--- config.mk ---
export PLATFORM = sky130hd
export DESIGN_NAME = sliding_window_anagram_finder
export DESIGN_NICKNAME = d
export VERILOG_FILES = /design/src/swaf_pkg.sv /design/src/swaf_front.sv /design/src/swaf_queue.sv /design/src/swaf_back.sv /design/src/sliding_window_anagram_finder.sv
export SDC_FILE = /design/constraint.sdc
export NUM_CORES = 2
export LEC_CHECK = 0
export BUFFER_PORTS_ARGS = -buffer_cell sky130_fd_sc_hd__buf_2
export CAP_MARGIN = 10
export CORE_ASPECT_RATIO = 1.5
export CORE_MARGIN = 2
export CORE_UTILIZATION = 63
export CTS_CLUSTER_DIAMETER = 50
export DETAILED_ROUTE_END_ITERATION = 16
export HOLD_SLACK_MARGIN = 0.05
export PLACE_DENSITY = 0.8
export SLEW_MARGIN = 20
export SYNTH_ARGS = -nofsm -noshare
export SYNTH_HDL_FRONTEND = slang
export SYNTH_SLANG_ARGS = --single-unit
export TNS_END_PERCENT = 100
--- constraint.sdc ---
create_clock -name clock -period 6.9 [get_ports clock]
set_clock_uncertainty 0.1 [all_clocks]
set_input_delay 0 -clock clock [delete_from_list [all_inputs] [get_ports clock]]
set_output_delay 0 -clock clock [all_outputs]
set_load 0.005 [all_outputs]
--- src/swaf_pkg.sv ---
// Shared types and constants for the sliding window anagram finder.
// Holds command codes, queue sizing and the entry passed from the front part to the back part.
// No dependencies.
package swaf_pkg;

   localparam int MAX_PATTERN_DEF = 64;
   localparam int ALPHABET_DEF    = 26;
   localparam int LETTER_W        = 5;
   localparam int CMD_W           = 2;
   localparam int POS_W           = 32;

   localparam logic [CMD_W-1:0] CMD_CLEAR   = 2'd0;
   localparam logic [CMD_W-1:0] CMD_PATTERN = 2'd1;
   localparam logic [CMD_W-1:0] CMD_TEXT    = 2'd2;

   localparam int QUEUE_DEPTH = 4;
   localparam int QCNT_W      = $clog2(QUEUE_DEPTH + 1);
   localparam int QPTR_W      = $clog2(QUEUE_DEPTH);

   typedef enum logic [1:0] {
      OP_CLEAR,
      OP_PATTERN,
      OP_TEXT
   } op_type;

   typedef struct packed {
      op_type                op;
      logic [LETTER_W-1:0]   code;
      logic                  remove;
      logic                  emit;
      logic [POS_W-1:0]      start_index;
      logic [LETTER_W-1:0]   oldest;
   } entry_type;

endpackage

--- src/swaf_front.sv ---
// Front part: accepts requests, keeps the window counters and the ring of recent text letters.
// Depends on swaf_pkg; feeds swaf_queue.
module swaf_front
   import swaf_pkg::*;
#(
   parameter int MAX_PATTERN = MAX_PATTERN_DEF,
   parameter int ALPHABET    = ALPHABET_DEF
) (
   input  logic                  clock,
   input  logic                  reset,
   input  logic                  req_valid,
   output logic                  req_ready,
   input  logic [LETTER_W-1:0]   letter,
   input  logic [CMD_W-1:0]      cmd,
   input  logic [QCNT_W-1:0]     q_count,
   output logic                  push,
   output entry_type             push_entry
);

   localparam int CNT_W = $clog2(MAX_PATTERN + 1);
   localparam int PTR_W = (MAX_PATTERN > 1) ? $clog2(MAX_PATTERN) : 1;
   localparam int SUM_W = CNT_W + 1;

   logic [CNT_W-1:0]    plen_ff, plen_in;
   logic [CNT_W-1:0]    fill_ff, fill_in;
   logic [PTR_W-1:0]    ptr_ff, ptr_in;
   logic [POS_W-1:0]    tpos_ff, tpos_in;
   logic                s1_valid_ff, s1_valid_in;
   entry_type           s1_ff, s1_in;
   logic [LETTER_W-1:0] oldest_ff;
   logic [LETTER_W-1:0] ring_mem [MAX_PATTERN];

   logic                accept;
   logic                letter_ok;
   logic                rem;
   logic                wr_en;
   logic                rd_en;
   logic [SUM_W-1:0]    sum;
   logic [PTR_W-1:0]    oldest_addr;
   logic [PTR_W-1:0]    ptr_step;
   logic [CNT_W-1:0]    fill_step;

   assign req_ready = ((QCNT_W + 1)'(q_count) + (QCNT_W + 1)'(s1_valid_ff))
                      < (QCNT_W + 1)'(QUEUE_DEPTH);
   assign accept    = req_valid && req_ready;
   assign letter_ok = int'(letter) < ALPHABET;

   assign rem       = fill_ff >= plen_ff;
   assign sum       = SUM_W'(ptr_ff) + SUM_W'(MAX_PATTERN) - SUM_W'(fill_ff);
   assign oldest_addr = (sum >= SUM_W'(MAX_PATTERN)) ? PTR_W'(sum - SUM_W'(MAX_PATTERN))
                                                     : PTR_W'(sum);
   assign ptr_step  = (ptr_ff == PTR_W'(MAX_PATTERN - 1)) ? '0 : ptr_ff + PTR_W'(1);
   assign fill_step = fill_ff - CNT_W'(rem) + CNT_W'(1);

   always_comb begin
      plen_in     = plen_ff;
      fill_in     = fill_ff;
      ptr_in      = ptr_ff;
      tpos_in     = tpos_ff;
      s1_valid_in = 1'b0;
      s1_in       = s1_ff;
      wr_en       = 1'b0;
      rd_en       = 1'b0;
      s1_in.code        = letter;
      s1_in.remove      = 1'b0;
      s1_in.emit        = 1'b0;
      s1_in.oldest      = '0;
      s1_in.start_index = tpos_ff + POS_W'(1) - POS_W'(plen_ff);
      if (accept) begin
         unique case (cmd)
            CMD_CLEAR: begin
               plen_in     = '0;
               fill_in     = '0;
               ptr_in      = '0;
               tpos_in     = '0;
               s1_valid_in = 1'b1;
               s1_in.op    = OP_CLEAR;
            end
            CMD_PATTERN: begin
               if (letter_ok && (plen_ff < CNT_W'(MAX_PATTERN))) begin
                  plen_in     = plen_ff + CNT_W'(1);
                  s1_valid_in = 1'b1;
                  s1_in.op    = OP_PATTERN;
               end
            end
            CMD_TEXT: begin
               if (letter_ok) begin
                  tpos_in = tpos_ff + POS_W'(1);
                  if (plen_ff != '0) begin
                     wr_en        = 1'b1;
                     rd_en        = rem;
                     ptr_in       = ptr_step;
                     fill_in      = fill_step;
                     s1_valid_in  = 1'b1;
                     s1_in.op     = OP_TEXT;
                     s1_in.remove = rem;
                     s1_in.emit   = fill_step >= plen_ff;
                  end
               end
            end
            default: begin
            end
         endcase
      end
   end

   always_ff @(posedge clock) begin
      if (reset) begin
         plen_ff     <= '0;
         fill_ff     <= '0;
         ptr_ff      <= '0;
         tpos_ff     <= '0;
         s1_valid_ff <= 1'b0;
      end else begin
         plen_ff     <= plen_in;
         fill_ff     <= fill_in;
         ptr_ff      <= ptr_in;
         tpos_ff     <= tpos_in;
         s1_valid_ff <= s1_valid_in;
      end
      s1_ff <= s1_in;
   end

   // Read-first ring: when the window spans the whole ring, the oldest slot is
   // the one being overwritten and the old letter is returned.
   always_ff @(posedge clock) begin
      if (wr_en) begin
         ring_mem[ptr_ff] <= letter;
      end
      if (rd_en) begin
         oldest_ff <= ring_mem[oldest_addr];
      end
   end

   always_comb begin
      push_entry        = s1_ff;
      push_entry.oldest = oldest_ff;
   end
   assign push = s1_valid_ff;

   a_fill_in_window: assert property (@(posedge clock) disable iff (reset)
      fill_ff <= plen_ff)
      else $error("window fill exceeds pattern length");

   a_ptr_in_ring: assert property (@(posedge clock) disable iff (reset)
      ptr_ff <= PTR_W'(MAX_PATTERN - 1))
      else $error("ring pointer outside ring");

endmodule

--- src/swaf_queue.sv ---
// Short in-order queue between the front part and the back part.
// Depends on swaf_pkg; instantiated by the top level.
module swaf_queue
   import swaf_pkg::*;
(
   input  logic              clock,
   input  logic              reset,
   input  logic              push,
   input  entry_type         push_entry,
   input  logic              pop,
   output logic              q_valid,
   output entry_type         head,
   output logic [QCNT_W-1:0] q_count
);

   entry_type          slot_ff [QUEUE_DEPTH];
   logic [QPTR_W-1:0]  wr_ptr_ff, wr_ptr_in;
   logic [QPTR_W-1:0]  rd_ptr_ff, rd_ptr_in;
   logic [QCNT_W-1:0]  count_ff, count_in;

   always_comb begin
      wr_ptr_in = wr_ptr_ff;
      rd_ptr_in = rd_ptr_ff;
      count_in  = count_ff;
      if (push) begin
         wr_ptr_in = (wr_ptr_ff == QPTR_W'(QUEUE_DEPTH - 1)) ? '0 : wr_ptr_ff + QPTR_W'(1);
      end
      if (pop) begin
         rd_ptr_in = (rd_ptr_ff == QPTR_W'(QUEUE_DEPTH - 1)) ? '0 : rd_ptr_ff + QPTR_W'(1);
      end
      if (push && !pop) begin
         count_in = count_ff + QCNT_W'(1);
      end else if (pop && !push) begin
         count_in = count_ff - QCNT_W'(1);
      end
   end

   always_ff @(posedge clock) begin
      if (reset) begin
         wr_ptr_ff <= '0;
         rd_ptr_ff <= '0;
         count_ff  <= '0;
      end else begin
         wr_ptr_ff <= wr_ptr_in;
         rd_ptr_ff <= rd_ptr_in;
         count_ff  <= count_in;
      end
      if (push) begin
         slot_ff[wr_ptr_ff] <= push_entry;
      end
   end

   assign q_valid = count_ff != '0;
   assign head    = slot_ff[rd_ptr_ff];
   assign q_count = count_ff;

   a_no_overflow: assert property (@(posedge clock) disable iff (reset)
      push |-> (count_ff != QCNT_W'(QUEUE_DEPTH)))
      else $error("queue written while full");

   a_no_underflow: assert property (@(posedge clock) disable iff (reset)
      pop |-> (count_ff != '0))
      else $error("queue read while empty");

endmodule

--- src/swaf_back.sv ---
// Back part: per-letter balance cells, match detection and the result register.
// Depends on swaf_pkg; drains swaf_queue.
module swaf_back
   import swaf_pkg::*;
#(
   parameter int MAX_PATTERN = MAX_PATTERN_DEF,
   parameter int ALPHABET    = ALPHABET_DEF
) (
   input  logic              clock,
   input  logic              reset,
   input  logic              q_valid,
   input  entry_type         head,
   output logic              pop,
   output logic              rsp_valid,
   input  logic              rsp_ready,
   output logic              is_match,
   output logic [POS_W-1:0]  start_index
);

   localparam int BAL_W = $clog2(MAX_PATTERN + 1) + 1;

   logic signed [BAL_W-1:0] bal_ff [ALPHABET];
   logic signed [BAL_W-1:0] bal_in [ALPHABET];
   logic [ALPHABET-1:0]     nz;
   logic                    rsp_valid_ff, rsp_valid_in;
   logic                    match_ff;
   logic [POS_W-1:0]        start_ff;
   logic                    inc;
   logic                    dec;

   assign pop = q_valid && (!rsp_valid_ff || rsp_ready);

   always_comb begin
      for (int i = 0; i < ALPHABET; i++) begin
         inc = (head.op == OP_TEXT) && (int'(head.code) == i);
         dec = ((head.op == OP_TEXT) && head.remove && (int'(head.oldest) == i))
               || ((head.op == OP_PATTERN) && (int'(head.code) == i));
         if (head.op == OP_CLEAR) begin
            bal_in[i] = '0;
         end else begin
            bal_in[i] = bal_ff[i] + BAL_W'(inc) - BAL_W'(dec);
         end
         nz[i] = bal_in[i] != '0;
      end
   end

   always_comb begin
      rsp_valid_in = rsp_valid_ff;
      if (rsp_ready) begin
         rsp_valid_in = 1'b0;
      end
      if (pop && (head.op == OP_TEXT) && head.emit) begin
         rsp_valid_in = 1'b1;
      end
   end

   always_ff @(posedge clock) begin
      if (reset) begin
         rsp_valid_ff <= 1'b0;
         for (int i = 0; i < ALPHABET; i++) begin
            bal_ff[i] <= '0;
         end
      end else begin
         rsp_valid_ff <= rsp_valid_in;
         if (pop) begin
            for (int i = 0; i < ALPHABET; i++) begin
               bal_ff[i] <= bal_in[i];
            end
         end
      end
      if (pop && (head.op == OP_TEXT) && head.emit) begin
         match_ff <= ~|nz;
         start_ff <= head.start_index;
      end
   end

   assign rsp_valid   = rsp_valid_ff;
   assign is_match    = match_ff;
   assign start_index = start_ff;

endmodule

--- src/sliding_window_anagram_finder.sv ---
// Top level of the sliding window anagram finder.
// Depends on swaf_pkg, swaf_front, swaf_queue and swaf_back.
//
// A clear request empties all state, pattern requests load letters (a to z as 0 to 25) and
// text requests slide a window of pattern length over the text; once the window is full each
// text letter returns one response with a match flag and the window's start index. The block
// takes one request per cycle; each request is registered in the front part and its result in
// the back part. The rate is set by the ring memory, which is written once and read once per
// text letter, and by the single update of the balance cells per item. Requests are accepted
// while a response waits, until the four-entry queue between the front and back parts fills.
module sliding_window_anagram_finder
   import swaf_pkg::*;
#(
   parameter int MAX_PATTERN = MAX_PATTERN_DEF,
   parameter int ALPHABET    = ALPHABET_DEF
) (
   input  logic        clock,
   input  logic        reset,
   input  logic        req_tvalid,
   output logic        req_tready,
   input  logic [7:0]  req_tdata,   // [4:0] letter, [7:5] zero
   input  logic [1:0]  req_tuser,   // [1:0] cmd
   output logic        rsp_tvalid,
   input  logic        rsp_tready,
   output logic [39:0] rsp_tdata    // [0] is_match, [32:1] start_index, [39:33] zero
);

   logic               push;
   entry_type          push_entry;
   logic               pop;
   logic               q_valid;
   entry_type          head;
   logic [QCNT_W-1:0]  q_count;
   logic               is_match;
   logic [POS_W-1:0]   start_index;

   swaf_front #(
      .MAX_PATTERN (MAX_PATTERN),
      .ALPHABET    (ALPHABET)
   ) u_front (
      .clock      (clock),
      .reset      (reset),
      .req_valid  (req_tvalid),
      .req_ready  (req_tready),
      .letter     (req_tdata[LETTER_W-1:0]),
      .cmd        (req_tuser),
      .q_count    (q_count),
      .push       (push),
      .push_entry (push_entry)
   );

   swaf_queue u_queue (
      .clock      (clock),
      .reset      (reset),
      .push       (push),
      .push_entry (push_entry),
      .pop        (pop),
      .q_valid    (q_valid),
      .head       (head),
      .q_count    (q_count)
   );

   swaf_back #(
      .MAX_PATTERN (MAX_PATTERN),
      .ALPHABET    (ALPHABET)
   ) u_back (
      .clock       (clock),
      .reset       (reset),
      .q_valid     (q_valid),
      .head        (head),
      .pop         (pop),
      .rsp_valid   (rsp_tvalid),
      .rsp_ready   (rsp_tready),
      .is_match    (is_match),
      .start_index (start_index)
   );

   assign rsp_tdata = {7'd0, start_index, is_match};

endmodule

After elaboration in Yosys (flattened, before gate mapping)

Memory sizes are Yosys's and may differ from the RTL's. A register that Yosys moved wholly into a read port is not among the register bits.
Cells that the tools add are included.
Widths: inputs -> output; s select.

Bits in registers: 135
Bits in latches: 0
Bits in writable memories: 712
ROM bits: 0
Output and inout port bits: 42
Logic and storage cells: 434
Memories kept: 3

$add $sub $neg: 66
Multipliers: 0
Divide/modulo/power cells: 0
Magnitude comparators: 6
Equality and inequality tests: 60
Shift operators: 0
Multiplexer cells: 95
Bitwise operators: 27
Reduce and logical (&&, ||, !) cells: 161

Memory list:

| memory           | depth | width | rd ports | clocked after Yosys merged registers in | write ports | RTL line         | source |
|---|---|---|---|---|---|---|---|
| u_front.ring_mem | 64    | 5     | 1        | 1                                       | 1           | swaf_front.sv:31 | `logic [LETTER_W-1:0] ring_mem [MAX_PATTERN];` |
| u_back.bal_ff    | 26    | 8     | 26       | 0                                       | 26          | swaf_back.sv:22  | `logic signed [BAL_W-1:0] bal_ff [ALPHABET];` |
| u_queue.slot_ff  | 4     | 46    | 1        | 1                                       | 1           | swaf_queue.sv:16 | `entry_type slot_ff [QUEUE_DEPTH];` |

Operators with widths:

| operator              | count |
|---|---|
| $mux 8                | 52 |
| $add 8x1->8           | 26 |
| $reduce_bool 8->1     | 26 |
| $sub 8x1->8           | 26 |
| $eq 5x5->1 const B    | 32 |
| $logic_and 1x1->1     | 86 |
| $pmux 32 s2           | 1 |
| $eq 5x4->1 const B    | 12 |
| $add 32x1->32 const B | 1 |
| $mux 32               | 1 |
| $sub 32x7->32         | 1 |
| $pmux 7 s2            | 2 |
| $logic_or 1x1->1      | 27 |
| $or 1x1->1            | 26 |
| $reduce_or 26->1      | 1 |
| $mux 6                | 4 |
| $mux 7                | 3 |
| $eq 5x3->1 const B    | 4 |
| $mux 1                | 20 |
| $add 7x1->7 const B   | 2 |
| $ge 7x7->1            | 2 |
| $mux 2                | 7 |
| $pmux 6 s2            | 1 |
| $eq 5x2->1 const B    | 2 |
| other kinds (31)      | 50 |

Longest topological paths before layout

Word-level depth: 9
Gate-level depth with buffers: 23
Mapped depth without buffers: 23

By module

Synthesis repeated with hierarchy kept, for this count alone.

Cells, all modules: 3,283
Area, all modules: 43,007.5 µm²

By module, submodules not included:

| module                        | times used | cells an instance | area each (µm²) | seq. area each (µm²) |
|---|---|---|---|---|
| swaf_front                    | 1          | 1,211             | 18,094.9        | 11,661.2 |
| swaf_back                     | 1          | 1,780             | 17,714.5        | 7,257.0 |
| swaf_queue                    | 1          | 283               | 7,134.3         | 5,705.5 |
| sliding_window_anagram_finder | 1          | 9                 | 63.8            | 0.0 |

Worst setup path before layout

OpenSTA, ideal clock, no wires.

Kind: register to register
Start point: register u_queue.count_ff[0] (netlist: u_queue.q_count[0])
End point: memory u_back.bal_ff[0][0] (netlist bit) (enable)
Library setup time: 1.641 ns
Arrival time: 4.280 ns
Required time: 5.159 ns
Path slack: 0.879 ns
Stages on the path, launching flop included: 5
Buffers on the path: 1
Period minus slack after synthesis: 6.021 ns
Path through: dfxtp_1 -> nor3_1 -> or2_2 -> clkbuf_1 -> nand2_1

RTL lines:

| item                     | RTL line         | source |
|---|---|---|
| start: declaration       | swaf_queue.sv:19 | `logic [QCNT_W-1:0] count_ff, count_in;` |
| start signal: assignment | swaf_queue.sv:46 | `count_ff <= count_in;` |
| end: declaration         | swaf_back.sv:22  |  |

==> metrics.md <==
| Metric | Value |
|---|---|
| Reported leakage power | between 15 and 20 nW |
| First-pass GRT wire length | 160000 um |
| Slowest CP cell | sky130_fd_sc_hd__or4_1 |
| Post-route ant nets | 0 |
| Top delay family on crit path | simple AND/OR/NAND/NOR gates |
| Leading cell types by count after synthesis | sky130_fd_sc_hd__edfxtp_1, sky130_fd_sc_hd__nor2_1, sky130_fd_sc_hd__inv_1 |
| First-iteration detailed-routing DRC count | 2462 |
| Routed wire length | 104000 um |
| Cell type with the highest aggregate area in the netlist | sky130_fd_sc_hd__edfxtp_1 |
| PwrDens | about 450 mW/mm^2 |
| Leading cell types by total area after synthesis | sky130_fd_sc_hd__edfxtp_1, sky130_fd_sc_hd__mux4_2, sky130_fd_sc_hd__ha_1, sky130_fd_sc_hd__dfxtp_1, sky130_fd_sc_hd__xnor2_1 |
| Initial core utilization | 63.8% |
| CTS Root Buffer Type | sky130_fd_sc_hd__clkbuf_16 |
| CTS tree | yes |
| GP Congestion | 0.953 |
| Rows | around 120 |
| Maximum number of pins on one net before global-route repair | 120 |
| Cell area after synthesis | 0.0426 sq mm |
| Post-synth top flop | sky130_fd_sc_hd__edfxtp_1 |
| Insertion delay of the later-clocked pin in the worst-skew pair | ~640 ps |
| Final count of negative-setup-slack endpoints | 0 |
| Startpoint kind of the worst setup timing path | flip-flop |
| Number of global-route vias before repair | approximately 28000 |
| Part of the power in combinational logic | between 40% and 50% |
| Boundary Pins | 56 |
| Peak supply drop | ~0.0003 V |
| Worst hold slack | 271 ps |
| CP max stage delay | 680 ps |
| Number of enable flip-flop cells after synthesis | 752 |
| Max frequency | ~160 MHz |
| Largest fanout on the critical path | 8 |
| DRC errors left | 0 |
| Width of the chip | 216 um |
| Most instantiated library cell after synthesis | sky130_fd_sc_hd__edfxtp_1 |
| Fraction of registers with async set or reset after synthesis | 0% |
| Final non-filler cell total | 4272 |
| Worst slew margin relative to its limit | approximately a quarter |
| Proportion of power drawn by the clock network | a little over a fifth |
| Number of resized instances in the post-cts repair step | 0 |
| Fin. Hold Viols | 0 |
| GRT Residual Overflow | 0 |
| Required time worst endpoint | between 7000 and 8000 ps |
| NumNets Final | 3619 |
| Accumulated negative setup slack | 0 ps |
| Area grow syn2layout | 9.60% |
| Utilization after layout | 69.9% |
| Switching part of the total | 39.6% |
| Initial DRT Pass Iterations | 6 |
| Net Sw Power | ~8 mW |
| Class of the tightest hold or removal check | input port to flip-flop |
| Critical path, cell by cell | mux4_2, nor2b_1, nand2_1, nor2_1, nand2_1, o22ai_1, ha_1, inv_1, ha_1, fa_1, xnor2_1, nand4_1, nor4_1, buf_4, nand4_1, nor4_1, nand4_1, or4_1, a2111oi_2, buf_4 |
| Most used cell along the critical path | sky130_fd_sc_hd__nand4_1 |
| Status | complete, no violations |
| Full die area | 0.0697 sq mm |
| WP data arrival | 6800 ps |
| Wirelength per Cell | 24.4 um |
| Category of the most critical setup path | flip-flop to flip-flop |
| Worst Slack Setup Final | ~510 ps |
| Endpoint kind of the worst setup timing path | flip-flop |
| Overall Global Routing Usage | 30.4% |
| Number of flip-flops and latches in the synthesized netlist | roughly 850 |
| Post-synthesis cell type count | 76 |
| Vertical die dimension | 322 um |
| Clock-pin slew of the registers on the worst-case setup and hold paths | 70 ps |
| Final slew viol count | 0 |
| Crit path time final | roughly 6400 ps |
| Via density per instance | 6.28 |
| Proportion of netlist area held by the largest area contributor | between 50% and 60% |
| Fraction of final layout cells sized beyond drive strength 1 | 11.9% |
| Fraction of the yosys area taken by sequential cells | 57.9% |
| Relative contribution of sequential cells to total power | 33.6% |
| Clk sink count | 854 |
| Post-placement setup slack | approximately 700 ps |
| Worst slew pin tran | 1120 ps |
| Total via count after detailed routing | 26800 |
| Internal power consumption | 12.6 mW |
| Unrepaired setup endpoints after global routing | false |
| CTS buffer count | 79 |
| Number of inserted diodes | 0 |
| Count of maximum capacitance violations | 0 |
| Final cycle utilization of the critical path | 92.6% |
| Antenna violations before repair | 0 |
| Gate count after technology mapping | around 3300 |
| Port bufs | 45 |
| Post-placement cell count | 4115 |
| CP Buf/Inv Count | 3 |
| Mapped Avg Cell Area | 13.1 sq um |
| Number of synthesis warnings | 0 |
| Maximum number of buffers from clock root to sink | 3 |
| Detailed placer's ending HPWL | about 71000 um |
| H-tree levels | 3 |
| Placeable core region | 0.0668 sq mm |
==> registers in the layout (all words and copies together) (netlist names), 2 cells and up, named ones only <==
register,flops
u_back.bal_ff,208
u_back.start_index,32
u_front.fill_ff,7
u_front.oldest_ff,5
u_front.plen_ff,7
u_front.ptr_ff,6
u_front.push_entry,41
u_front.ring_mem,320
u_front.tpos_ff,32
u_queue.q_count,3
u_queue.rd_ptr_ff,2
u_queue.slot_ff,184
u_queue.wr_ptr_ff,2
==> power by group through the flow <==
stage               logic, mW  clock network, mW  registers [mW]
floorplan                6.18                  0            7.04
global placement         8.80                  0            7.04
detailed placement       9.09                  0            7.08
CTS                      9.21               4.56            6.98
global route             10.0               4.73            7.05
finish                   9.30               4.50            6.99
==> through the flow <==
| step | power (mW) | cell area (sq um) |
|---|---|---|
| final | 20.8 | 46600 |
| after global routing | 21.8 | 46600 |
| after CTS | 20.7 | 46600 |
| after detailed placement | 16.2 | 43900 |
| after global placement | 15.8 | 43900 |
| after floorplan | 13.2 | 42600 |
==> per-layer routing <==
| metal | wire length (um) | track usage [%] | share of wire, % |
|---|---|---|---|
| met1 | 36200 | 34.5 | 35 |
| met2 | 52900 | 52.5 | 51 |
| met3 | 6030 | 3.75 | 5.8 |
| met4 | 8910 | 23.4 | 8.6 |
| met5 | 0 | 0 | 0 |
==> path summary, 6_finish.rpt <==
| check | startpoint | endpoint | slack, ps | depth (start not counted) |
|---|---|---|---|---|
| setup / recovery | flip-flop | u_back.is_match | 510 | 20 |
| hold / removal | rsp_tready | u_back.rsp_valid | 270 | 4 |
| setup reg to reg | flip-flop | u_back.is_match | 510 | 20 |
| hold reg to reg | u_front.push_entry[10] | u_queue.slot_ff[2][10] | 380 | 0 |
==> placed cells by master, fill, tap and decap left out, types with 9 or more instances in the layout <==
cell,n
sky130_fd_sc_hd__nor4_1,28
sky130_fd_sc_hd__a21o_1,47
sky130_fd_sc_hd__a211oi_1,33
sky130_fd_sc_hd__nand4_1,33
sky130_fd_sc_hd__buf_4,45
sky130_fd_sc_hd__clkbuf_16,81
sky130_fd_sc_hd__clkinv_2,11
sky130_fd_sc_hd__or3_1,19
sky130_fd_sc_hd__a22oi_1,14
sky130_fd_sc_hd__clkbuf_1,15
sky130_fd_sc_hd__ha_1,251
sky130_fd_sc_hd__nand3b_1,9
sky130_fd_sc_hd__dlygate4sd3_1,13
sky130_fd_sc_hd__nor2_1,341
sky130_fd_sc_hd__o21bai_1,38
sky130_fd_sc_hd__xnor2_1,164
sky130_fd_sc_hd__and3_1,108
sky130_fd_sc_hd__nand3_1,64
sky130_fd_sc_hd__mux2i_1,11
sky130_fd_sc_hd__o22ai_1,29
sky130_fd_sc_hd__o21a_1,12
sky130_fd_sc_hd__a21oi_1,141
sky130_fd_sc_hd__xor2_1,83
sky130_fd_sc_hd__buf_2,44
sky130_fd_sc_hd__nor2b_1,18
sky130_fd_sc_hd__and2_1,28
sky130_fd_sc_hd__nor3_1,39
sky130_fd_sc_hd__o21ai_0,68
sky130_fd_sc_hd__fa_1,28
sky130_fd_sc_hd__or2_2,15
sky130_fd_sc_hd__dfxtp_1,100
sky130_fd_sc_hd__nand2_1,104
sky130_fd_sc_hd__mux4_2,146
sky130_fd_sc_hd__edfxtp_1,752
sky130_fd_sc_hd__inv_1,289
sky130_fd_sc_hd__nand2b_1,19
==> tightest hold or removal path, cell delays in order <==
cell and delay [ps]:
sky130_fd_sc_hd__dlygate4sd3_1 550, sky130_fd_sc_hd__buf_2 120, sky130_fd_sc_hd__nor2b_1 80, sky130_fd_sc_hd__o21a_1 190
==> final cells by class <==
type / count / area [sq um]
inverters: 290 / 1090
multi-input cells: 1996 / 16500
repair buffers: 103 / 708
fillers: 4458 / 20100
clock inverters: 44 / 522
flip-flops and latches: 854 / 24600
well taps: 885 / 1110
clock buffers: 100 / 2140
==> what timing repair did <==
action	CTS	global route
endpoints found under the hold margin	329	0
buffers inserted	0	0
hold buffers	13	0
==> cells by family (layout without fill, tap and decap cells) <==
group	Yosys count	after routing	synth area share [%]
and+or+nand+nor	863	863	9.94
DFF	854	854	57.9
AOI/OAI and AO/OA	439	439	6.58
buffers and inverters	410	537	3.74
adders and majority gates	281	281	8.77
xor gates and xnor gates	249	249	5.12
muxes	157	157	7.98
other	1	7	0.00881
Note: power is estimated with default switching activity, not from simulation.
